`config.mk`:
```
export PLATFORM = sky130hd
export DESIGN_NAME = audio_voice_pool_mixer
export DESIGN_NICKNAME = d
export VERILOG_FILES = /design/src/rtl/avpm_pkg.sv /design/src/rtl/audio_voice_pool_mixer.sv /design/src/rtl/avpm_front.sv /design/src/rtl/avpm_back.sv
export SDC_FILE = /design/constraint.sdc
export NUM_CORES = 2
export LEC_CHECK = 0
export BUFFER_PORTS_ARGS = -buffer_cell sky130_fd_sc_hd__buf_2
export CORE_ASPECT_RATIO = 0.8
export CORE_MARGIN = 4
export CORE_UTILIZATION = 53
export DETAILED_ROUTE_END_ITERATION = 10
export PLACE_DENSITY_LB_ADDON = 0.1
export SLEW_MARGIN = 25
export SYNTH_ARGS = -nofsm -noshare
export SYNTH_HDL_FRONTEND = slang
export SYNTH_SLANG_ARGS = --single-unit
export TNS_END_PERCENT = 10
```
`constraint.sdc`:
```
create_clock -name clk_i -period 11.8 [get_ports clk_i]
set_input_delay 1.77 -clock clk_i [delete_from_list [all_inputs] [get_ports clk_i]]
set_output_delay 1.77 -clock clk_i [all_outputs]
set_load 0.02 [all_outputs]
```
`src/rtl/avpm_pkg.sv`:
```
// Package with shared types and constants of the voice pool mixer.
package avpm_pkg;

  localparam int unsigned Voices  = 16;
  localparam int unsigned VoiceW  = 4;
  localparam int unsigned LinkW   = 5;
  localparam int unsigned PosW    = 24;
  localparam int unsigned FpbW    = 13;
  localparam int unsigned FibW    = 12;
  localparam logic [LinkW-1:0] Nil = '1;
  localparam logic [FpbW-1:0] FpbReset = 13'd512;
  localparam logic [FpbW-1:0] FpbMax   = 13'd4096;

  typedef enum logic [2:0] {
    OpAdd     = 3'd0,
    OpRemove  = 3'd1,
    OpPlay    = 3'd2,
    OpPause   = 3'd3,
    OpRestart = 3'd4,
    OpClear   = 3'd5,
    OpFrame   = 3'd6,
    OpSample  = 3'd7
  } op_e;

  typedef enum logic [1:0] {
    KindAck   = 2'd0,
    KindFetch = 2'd1,
    KindEnd   = 2'd2,
    KindMix   = 2'd3
  } kind_e;

  // One classified request as it travels from the front to the back.
  typedef struct packed {
    op_e              op;
    logic             vvalid;
    logic [VoiceW-1:0] voice;
    logic [PosW-1:0]  length;
    logic             play;
    logic             loop;
    logic signed [15:0] left;
    logic signed [15:0] right;
  } req_t;

  typedef struct packed {
    kind_e             kind;
    logic              ok;
    logic [VoiceW-1:0] voice;
    logic [PosW-1:0]   position;
    logic signed [15:0] mix_left;
    logic signed [15:0] mix_right;
    logic              last;
  } res_t;

  function automatic logic signed [15:0] sat_add16(logic signed [15:0] a,
                                                   logic signed [15:0] b);
    logic signed [16:0] s;
    s = 17'(a) + 17'(b);
    if (s > 17'sd32767) return 16'sh7fff;
    if (s < -17'sd32768) return 16'sh8000;
    return s[15:0];
  endfunction

endpackage

```
`src/rtl/audio_voice_pool_mixer.sv`:
```
// Voice pool mixer: a two-entry request queue feeding the voice pool engine.
// A request is written into the queue and then taken by the engine, which
// registers its first result in the output register. Each non-frame request
// gives one result. A frame request walks the active voices (up to 16), at a
// buffer end walks them again, then gives its end result; the engine takes no
// new request until the frame is done, nor while its output holds an untaken result.
// Reset is asynchronous and active low; it empties the queue and rebuilds the free list.
module audio_voice_pool_mixer (
  input  logic                        clk_i,
  input  logic                        rst_ni,
  // Configuration: frames per output buffer.
  input  logic                        cfg_we_i,
  input  logic [avpm_pkg::FpbW-1:0]   cfg_wdata_i,
  // Request channel.
  input  logic                        in_valid_i,
  output logic                        in_ready_o,
  input  logic [2:0]                  op_i,
  input  logic [avpm_pkg::VoiceW-1:0] voice_i,
  input  logic [avpm_pkg::PosW-1:0]   length_frames_i,
  input  logic                        start_playing_i,
  input  logic                        loop_enable_i,
  input  logic signed [15:0]          sample_left_i,
  input  logic signed [15:0]          sample_right_i,
  // Result channel.
  output logic                        out_valid_o,
  input  logic                        out_ready_i,
  output logic [1:0]                  kind_o,
  output logic                        ok_o,
  output logic [avpm_pkg::VoiceW-1:0] voice_out_o,
  output logic [avpm_pkg::PosW-1:0]   position_o,
  output logic signed [15:0]          mix_left_o,
  output logic signed [15:0]          mix_right_o,
  output logic                        last_o
);

  logic [avpm_pkg::FpbW-1:0] fpb_q;
  logic                      q_valid, q_ready, busy;
  avpm_pkg::req_t            q_req;
  avpm_pkg::res_t            res;

  // The buffer-size register; the user must write it only while the block is idle, the block does not enforce this.
  always_ff @(posedge clk_i or negedge rst_ni) begin
    if (!rst_ni) begin
      fpb_q <= avpm_pkg::FpbReset;
    end else if (cfg_we_i) begin
      fpb_q <= cfg_wdata_i;
    end
  end

  avpm_front u_front (
    .clk_i,
    .rst_ni,
    .in_valid_i,
    .in_ready_o,
    .op_i,
    .voice_i,
    .length_frames_i,
    .start_playing_i,
    .loop_enable_i,
    .sample_left_i,
    .sample_right_i,
    .q_valid_o (q_valid),
    .q_ready_i (q_ready),
    .q_req_o   (q_req)
  );

  // The engine owns the voice tables and holds each result in its output register.
  avpm_back u_back (
    .clk_i,
    .rst_ni,
    .fpb_i       (fpb_q),
    .q_valid_i   (q_valid),
    .q_ready_o   (q_ready),
    .q_req_i     (q_req),
    .out_valid_o,
    .out_ready_i,
    .out_res_o   (res),
    .busy_o      (busy)
  );

  assign kind_o      = res.kind;
  assign ok_o        = res.ok;
  assign voice_out_o = res.voice;
  assign position_o  = res.position;
  assign mix_left_o  = res.mix_left;
  assign mix_right_o = res.mix_right;
  assign last_o      = res.last;

  // Fetch results are never the final result of a frame request.
  a_fetch_not_last: assert property (@(posedge clk_i) disable iff (!rst_ni)
    out_valid_o && kind_o == avpm_pkg::KindFetch |-> !last_o)
    else $error("fetch marked last");

  // Only fetch results leave the last flag low.
  a_last_kind: assert property (@(posedge clk_i) disable iff (!rst_ni)
    out_valid_o && !last_o |-> kind_o == avpm_pkg::KindFetch)
    else $error("non-fetch result not last");

  // A pending result is visible through busy.
  a_busy: assert property (@(posedge clk_i) disable iff (!rst_ni)
    out_valid_o |-> busy)
    else $error("result pending while engine reports idle");

endmodule

```
`src/rtl/avpm_front.sv`:
```
// Front end: takes requests, classifies them and queues them for the back end.
module avpm_front (
  input  logic                        clk_i,
  input  logic                        rst_ni,
  input  logic                        in_valid_i,
  output logic                        in_ready_o,
  input  logic [2:0]                  op_i,
  input  logic [avpm_pkg::VoiceW-1:0] voice_i,
  input  logic [avpm_pkg::PosW-1:0]   length_frames_i,
  input  logic                        start_playing_i,
  input  logic                        loop_enable_i,
  input  logic signed [15:0]          sample_left_i,
  input  logic signed [15:0]          sample_right_i,
  output logic                        q_valid_o,
  input  logic                        q_ready_i,
  output avpm_pkg::req_t              q_req_o
);

  // Two-entry queue.
  avpm_pkg::req_t mem_q [2];
  logic           wr_q, wr_d, rd_q, rd_d;
  logic [1:0]     cnt_q, cnt_d;
  avpm_pkg::req_t req;
  logic           push, pop;

  always_comb begin
    req        = '0;
    req.op     = avpm_pkg::op_e'(op_i);
    req.vvalid = ({1'b0, voice_i} < (avpm_pkg::VoiceW+1)'(avpm_pkg::Voices));
    req.voice  = voice_i;
    req.length = length_frames_i;
    req.play   = start_playing_i;
    req.loop   = loop_enable_i;
    req.left   = sample_left_i;
    req.right  = sample_right_i;
  end

  assign in_ready_o = (cnt_q != 2'd2);
  assign push       = in_valid_i && in_ready_o;
  assign q_valid_o  = (cnt_q != 2'd0);
  assign pop        = q_valid_o && q_ready_i;
  assign q_req_o    = mem_q[rd_q];
  assign wr_d       = push ? ~wr_q : wr_q;
  assign rd_d       = pop ? ~rd_q : rd_q;
  assign cnt_d      = cnt_q + {1'b0, push} - {1'b0, pop};

  always_ff @(posedge clk_i or negedge rst_ni) begin
    if (!rst_ni) begin
      wr_q  <= 1'b0;
      rd_q  <= 1'b0;
      cnt_q <= 2'd0;
    end else begin
      wr_q  <= wr_d;
      rd_q  <= rd_d;
      cnt_q <= cnt_d;
    end
  end

  always_ff @(posedge clk_i) begin
    if (push) begin
      mem_q[wr_q] <= req;
    end
  end

endmodule

```
`src/rtl/avpm_back.sv`:
```
// Back end: voice pool tables, list walks and mixing, with an output register.
module avpm_back (
  input  logic                      clk_i,
  input  logic                      rst_ni,
  input  logic [avpm_pkg::FpbW-1:0] fpb_i,
  input  logic                      q_valid_i,
  output logic                      q_ready_o,
  input  avpm_pkg::req_t            q_req_i,
  output logic                      out_valid_o,
  input  logic                      out_ready_i,
  output avpm_pkg::res_t            out_res_o,
  output logic                      busy_o
);

  localparam int unsigned N  = avpm_pkg::Voices;
  localparam int unsigned LW = avpm_pkg::LinkW;
  localparam int unsigned VW = avpm_pkg::VoiceW;
  localparam int unsigned PW = avpm_pkg::PosW;

  typedef enum logic [3:0] {
    StIdle  = 4'b0001,
    StWalk  = 4'b0010,
    StWrap  = 4'b0100,
    StEnd   = 4'b1000
  } state_e;

  state_e state_q, state_d;

  logic [LW-1:0] next_q [N];
  logic [LW-1:0] prev_q [N];
  logic [N-1:0]  used_q, play_q, loop_q;
  logic [PW-1:0] len_q [N];
  logic [PW-1:0] pos_q [N];
  logic [LW-1:0] ahead_q, fhead_q;
  logic [LW-1:0] cnt_q;
  logic [avpm_pkg::FibW-1:0] fib_q;
  logic signed [15:0] mixl_q, mixr_q;

  logic [LW-1:0]  h_q;
  logic [LW-1:0]  steps_q;
  logic [avpm_pkg::FibW-1:0] idx_q;
  logic           ovalid_q;
  avpm_pkg::res_t ores_q;

  avpm_pkg::req_t rq;
  logic           take;
  logic           out_free;
  logic [VW-1:0]  hv;
  logic           h_ok;
  logic [avpm_pkg::FpbW-1:0] eff;
  logic [avpm_pkg::FpbW-1:0] fib_inc;

  assign rq        = q_req_i;
  assign out_free  = !ovalid_q || out_ready_i;
  assign q_ready_o = (state_q == StIdle) && out_free;
  assign take      = q_valid_i && q_ready_o;
  assign hv        = h_q[VW-1:0];
  assign h_ok      = (h_q < LW'(N)) && (steps_q < LW'(N));
  assign out_valid_o = ovalid_q;
  assign out_res_o   = ores_q;
  assign busy_o      = (state_q != StIdle) || ovalid_q;

  always_comb begin
    eff = fpb_i;
    if (eff == '0) eff = avpm_pkg::FpbW'(1);
    if (eff > avpm_pkg::FpbMax) eff = avpm_pkg::FpbMax;
    fib_inc = {1'b0, fib_q} + avpm_pkg::FpbW'(1);
  end

  always_comb begin
    state_d = state_q;
    case (state_q)
      StIdle: if (take && rq.op == avpm_pkg::OpFrame) state_d = StWalk;
      StWalk: if (!h_ok) state_d = (fib_inc >= eff) ? StWrap : StEnd;
              else if (!out_free) state_d = StWalk;
      StWrap: if (!h_ok) state_d = StEnd;
      StEnd:  if (out_free) state_d = StIdle;
      default: state_d = StIdle;
    endcase
  end

  always_ff @(posedge clk_i or negedge rst_ni) begin
    if (!rst_ni) begin
      state_q  <= StIdle;
      ovalid_q <= 1'b0;
      for (int i = 0; i < N; i++) begin
        next_q[i] <= (i + 1 < N) ? LW'(i + 1) : avpm_pkg::Nil;
        prev_q[i] <= (i == 0) ? avpm_pkg::Nil : LW'(i - 1);
      end
      used_q  <= '0;
      play_q  <= '0;
      loop_q  <= '0;
      ahead_q <= avpm_pkg::Nil;
      fhead_q <= '0;
      cnt_q   <= '0;
      fib_q   <= '0;
      mixl_q  <= '0;
      mixr_q  <= '0;
      h_q     <= '0;
      steps_q <= '0;
      idx_q   <= '0;
    end else begin
      state_q <= state_d;
      if (out_ready_i) ovalid_q <= 1'b0;
      case (state_q)
        StIdle: begin
          if (take) begin
            ovalid_q     <= 1'b1;
            ores_q       <= '0;
            ores_q.kind  <= avpm_pkg::KindAck;
            ores_q.last  <= 1'b1;
            case (rq.op)
              avpm_pkg::OpAdd: begin
                if (cnt_q < LW'(N) && fhead_q < LW'(N)) begin
                  fhead_q <= next_q[fhead_q[VW-1:0]];
                  len_q[fhead_q[VW-1:0]]  <= rq.length;
                  pos_q[fhead_q[VW-1:0]]  <= '0;
                  play_q[fhead_q[VW-1:0]] <= rq.play;
                  loop_q[fhead_q[VW-1:0]] <= rq.loop;
                  used_q[fhead_q[VW-1:0]] <= 1'b1;
                  next_q[fhead_q[VW-1:0]] <= ahead_q;
                  prev_q[fhead_q[VW-1:0]] <= avpm_pkg::Nil;
                  if (ahead_q < LW'(N)) prev_q[ahead_q[VW-1:0]] <= fhead_q;
                  ahead_q      <= fhead_q;
                  cnt_q        <= cnt_q + LW'(1);
                  ores_q.ok    <= 1'b1;
                  ores_q.voice <= fhead_q[VW-1:0];
                end
              end
              avpm_pkg::OpRemove: begin
                ores_q.voice <= rq.voice;
                if (rq.vvalid && used_q[rq.voice]) begin
                  if (prev_q[rq.voice] < LW'(N))
                    next_q[prev_q[rq.voice][VW-1:0]] <= next_q[rq.voice];
                  else
                    ahead_q <= next_q[rq.voice];
                  if (next_q[rq.voice] < LW'(N))
                    prev_q[next_q[rq.voice][VW-1:0]] <= prev_q[rq.voice];
                  prev_q[rq.voice] <= avpm_pkg::Nil;
                  next_q[rq.voice] <= fhead_q;
                  fhead_q <= {1'b0, rq.voice};
                  used_q[rq.voice] <= 1'b0;
                  play_q[rq.voice] <= 1'b0;
                  if (cnt_q != '0) cnt_q <= cnt_q - LW'(1);
                  ores_q.ok <= 1'b1;
                end
              end
              avpm_pkg::OpPlay, avpm_pkg::OpPause, avpm_pkg::OpRestart: begin
                ores_q.voice <= rq.voice;
                ores_q.ok    <= rq.vvalid;
                if (rq.vvalid) begin
                  play_q[rq.voice] <= (rq.op == avpm_pkg::OpPlay);
                  if (rq.op == avpm_pkg::OpRestart) pos_q[rq.voice] <= '0;
                end
              end
              avpm_pkg::OpClear: begin
                for (int i = 0; i < N; i++) begin
                  next_q[i] <= (i + 1 < N) ? LW'(i + 1) : avpm_pkg::Nil;
                  prev_q[i] <= (i == 0) ? avpm_pkg::Nil : LW'(i - 1);
                end
                used_q  <= '0;
                play_q  <= '0;
                loop_q  <= '0;
                ahead_q <= avpm_pkg::Nil;
                fhead_q <= '0;
                cnt_q   <= '0;
                ores_q.ok <= 1'b1;
              end
              avpm_pkg::OpFrame: begin
                ovalid_q <= 1'b0;
                mixl_q   <= '0;
                mixr_q   <= '0;
                h_q      <= ahead_q;
                steps_q  <= '0;
                idx_q    <= fib_q;
              end
              avpm_pkg::OpSample: begin
                ores_q.kind      <= avpm_pkg::KindMix;
                ores_q.ok        <= 1'b1;
                ores_q.mix_left  <= avpm_pkg::sat_add16(mixl_q, rq.left);
                ores_q.mix_right <= avpm_pkg::sat_add16(mixr_q, rq.right);
                mixl_q <= avpm_pkg::sat_add16(mixl_q, rq.left);
                mixr_q <= avpm_pkg::sat_add16(mixr_q, rq.right);
              end
              default: ;
            endcase
          end
        end
        StWalk: begin
          if (!h_ok) begin
            h_q     <= ahead_q;
            steps_q <= '0;
            if (fib_inc >= eff) fib_q <= '0;
            else fib_q <= fib_inc[avpm_pkg::FibW-1:0];
          end else if (out_free) begin
            if (play_q[hv] && pos_q[hv] < len_q[hv]) begin
              ovalid_q        <= 1'b1;
              ores_q          <= '0;
              ores_q.kind     <= avpm_pkg::KindFetch;
              ores_q.ok       <= 1'b1;
              ores_q.voice    <= hv;
              ores_q.position <= pos_q[hv];
              pos_q[hv]       <= pos_q[hv] + PW'(1);
            end
            h_q     <= next_q[hv];
            steps_q <= steps_q + LW'(1);
          end
        end
        StWrap: begin
          if (h_ok) begin
            if (play_q[hv] && pos_q[hv] >= len_q[hv]) begin
              pos_q[hv] <= '0;
              if (!loop_q[hv]) play_q[hv] <= 1'b0;
            end
            h_q     <= next_q[hv];
            steps_q <= steps_q + LW'(1);
          end
        end
        StEnd: begin
          if (out_free) begin
            ovalid_q        <= 1'b1;
            ores_q          <= '0;
            ores_q.kind     <= avpm_pkg::KindEnd;
            ores_q.ok       <= 1'b1;
            ores_q.position <= PW'(idx_q);
            ores_q.last     <= 1'b1;
          end
        end
        default: ;
      endcase
    end
  end

endmodule

```
==> results.md <==
- Run status: finished clean
- Sum of negative setup slack: 0 ns
- Syn Inst Count: 4448
- Total track usage: 30.8%
- Top Ports: 149
- Starting density of the core: 53.7%
- Predominant post-synthesis flop cell: edfxtp_1
- Simple-gate share of the synthesized area: 7.74%
- # port buffers: 148
- Maximum Capacitance Violations: 0
- Multiplexer share of the synthesized area: 14.1%
- Worst-path clk slew: 0.06 ns
- Routed WL: 187 mm
- Height of the die: 311 µm
- Flops & latches, synth: 1273
- Leak Pwr: 22.8 nW
- Data required time of the critical path: 12.17 ns
- Final cell area excluding filler cells: 68500 µm²
- Number of buffers created by CTS: 131
- Number of cells in the finished layout apart from fillers: 6181
- Adder-cell share of the synthesized area: 1.73%
- Setup repair after global routing missed its margin: false
- Number of global-route vias before repair: 40471
- Fraction of layout cells with a size suffix above 1: 22.7%
- Commonest non-fill, non-tap cell in the layout: edfxtp_1
- Detailed-route via count: 42304
- Final hold vios: 0
- Mean routed wirelength per cell: 30.3 µm
- Leading cell types in the layout, fill and taps excluded: 962 x edfxtp_1, 351 x nand2_1, 327 x o21ai_0, 319 x mux4_2, 311 x nor2_1
- Per-cell via count in the routed design: 6.84
- Area Overhead vs Synth: 12.5%
- Worst Clk Skew: 0.0344 ns
- Combined area of all synthesized cells: 60900 µm²
- Hold_buf cts: 0
- Worst hold path class: reg2reg
- Clock tree from TritonCTS: done
- Biggest fanout along the worst timing path: 111
- Root buf cell: clkbuf_16
- Main combinational cell family by area after synthesis: multiplexers
- Crit start category: register
- H-Tree Level Count: 4
- Count of final max-slew check failures: 0
- Final-report setup violation count: 0
- Warnings, synthesis: 0
- Total iterations of the first detailed-routing run: 9
- Worst Slack Setup Final: 5.10 ns
- Placed cell count: 5934
- Transition time of the tightest slew-check pin: 1.20 ns
- Nets: 4723
- Die boundary width: 387 µm
- Power density cells: 266 nW/µm²
- First-pass GRT wire length: 276 mm
- Post-synthesis net count: 4611
- Pin count of the biggest net entering global routing: 135
- Global route overflow: 0
- Number of cells upsized or downsized after cts: 0
- Slack of the worst reg-to-reg path: 5.10 ns
- Clock network latency to the later pin of the worst-skew pair: 0.78 ns
- Peak supply drop: 0.000186 V
- Placeable core region: 113000 µm²
- Power after layout: 0.0182 W
- Asr flop ratio synth: 24.4%
- Period utilisation layout: 56.8%
- First DRT Iteration DRCs: 5787
- Sequential share of the synthesized area: 60.4%
- Clock buffer depth: 3
- Final estimated routing congestion in global placement: 1.01
- TritonCTS Sinks: 1273
- Cell area reported after detailed placement: 64100 µm²
- Antenna violations before repair: 10
- Number of distinct library cell variants in the gate-level netlist after synthesis: 91
- Die outline area: 120000 µm²
- Tmin final: 6.70 ns
- Worst Path Arrival: 7.07 ns
- Normalized max-slew margin: 19.6%
- DP Worst Slack: 4.99 ns
- Category of the worst setup path capture point: register
- Average size of a mapped cell: 13.7 µm²
- Crit Path Category: reg2reg
- Number of placement rows: 110
- Post-synthesis xor/xnor area fraction: 0.892%
- Half-perimeter wire length of the detailed placement result: 121 mm
- Complex-gate fraction of the synthesized area: 12.7%
- Number of setup buffers added after CTS: 0
- Post-synth EDFFs: 962
- DRC errors left: 0
- Top achievable clock speed: 149 MHz
- Antenna violation net count after detailed routing: 0
## cells in the mapped netlist (11+ instances only)
master / number / area (µm²)
ha_1: 77 / 963
mux4_2: 319 / 7180
xnor2_1: 33 / 289
a21o_1: 23 / 173
dfrtp_1: 234 / 5860
a21oi_1: 268 / 1340
nor3_1: 71 / 355
a211oi_1: 45 / 338
nand2b_1: 21 / 131
xor2_1: 29 / 254
a221oi_1: 14 / 123
nand3_1: 95 / 475
and3_1: 14 / 87.6
buf_1: 35 / 131
a31oi_1: 45 / 282
and2_1: 22 / 138
buf_2: 54 / 270
a22o_1: 44 / 385
o32a_1: 15 / 150
o22a_1: 23 / 201
mux2_2: 86 / 968
o22ai_1: 46 / 288
o21ai_0: 328 / 1640
dfstp_2: 77 / 2020
clkbuf_1: 198 / 743
o31ai_1: 11 / 82.6
or2_2: 16 / 100
a32o_1: 23 / 230
o221ai_1: 12 / 105
mux2i_1: 41 / 410
o211ai_1: 26 / 195
nand2_1: 351 / 1320
inv_1: 60 / 225
a22oi_1: 16 / 120
nor2b_1: 32 / 200
or3_1: 16 / 100
a221o_1: 53 / 531
o21a_1: 29 / 218
o2111ai_1: 19 / 166
nor2_1: 349 / 1310
edfxtp_1: 962 / 28900
a2bb2oi_1: 52 / 455
nand4_1: 25 / 156
## metal layers
metal  part of all wire, %  global-route usage, %
met1                    41                   45.2
met2                    42                   43.1
met3                    13                   10.2
met4                   3.7                   11.2
met5                 0.020                      0
## worst paths after layout
kind,from,end,cells past startpoint
max reg2reg,u_back.h_q[0],u_back.pos_q[6][0],15
min reg2reg,u_back.mixr_q[12],u_back.mixr_q[12],2
min in group asynchronous,rst_ni,u_back.prev_q[40],1
min,u_back.mixr_q[12],u_back.mixr_q[12],2
max,u_back.h_q[0],u_back.pos_q[6][0],15
max in group asynchronous,rst_ni,u_back.h_q[0],3
## final cells by class
type / instances / area [µm²]
antenna: 3 / 7.51
clock buffer: 176 / 3620
clock inverter: 63 / 606
fill: 8695 / 44800
inverter: 62 / 233
multi-input combinational: 2817 / 23100
sequential: 1273 / 36800
tap: 1512 / 1890
timing repair buffer: 275 / 2200
## metrics by stage
stage / hold slack, ns / utilization [%]
floorplan: 0.455 / -
global placement: 0.472 / 56.0
detailed placement: 0.479 / 56.6
CTS: 0.496 / 60.3
global route: 0.518 / 60.4
finish: 0.487 / 60.4
## power breakdown
part | switching, W | internal [W] | leakage, nW
clock network | 0.00176 | 0.00234 | 2.05
registers | 0.000724 | 0.00570 | 11.7
logic | 0.00490 | 0.00279 | 9.04
## worst max-delay path: stages, from the launching register on
cell      delay, ns
dfrtp_4        0.97
buf_12         0.69
mux4_2         0.60
mux4_2         0.47
inv_1          0.17
ha_1           0.27
and2_0         0.18
a221o_1        0.29
a21oi_1        0.22
o211ai_1       0.22
nor3_1         0.22
nand3_1        0.09
buf_4          0.27
a21oi_1        0.35
nor2_1         0.22
nor2_4         0.88
## flip-flops by register name, indices dropped and copies added (netlist names), 2 cells and up
name	cells
u_back.mixr_q	16
u_back.idx_q	12
u_back.fib_q	12
u_back.next_q	80
u_back.steps_q	5
u_back.len_q	384
u_back.play_q	16
u_back.state_q	4
u_back.fhead_q	5
u_back.prev_q	80
u_back.ahead_q	5
u_back.h_q	5
u_front.cnt_q	2
u_back.out_res_o	64
u_back.used_q	16
fpb_q	13
u_back.cnt_q	5
u_front.mem_q	130
u_back.loop_q	16
u_back.mixl_q	16
u_back.pos_q	384
## kinds of logic after synthesis
| family | after synthesis |
|---|---|
| flip-flops | 1273 |
| AO/OA/AOI/OAI | 1171 |
| AND/OR/NAND/NOR | 1054 |
| multiplexers | 447 |
| buffers and inverters | 358 |
| adder cells (fa/ha/maj) | 83 |
| XOR/XNOR | 62 |
Power figures use the tool's default switching activity.
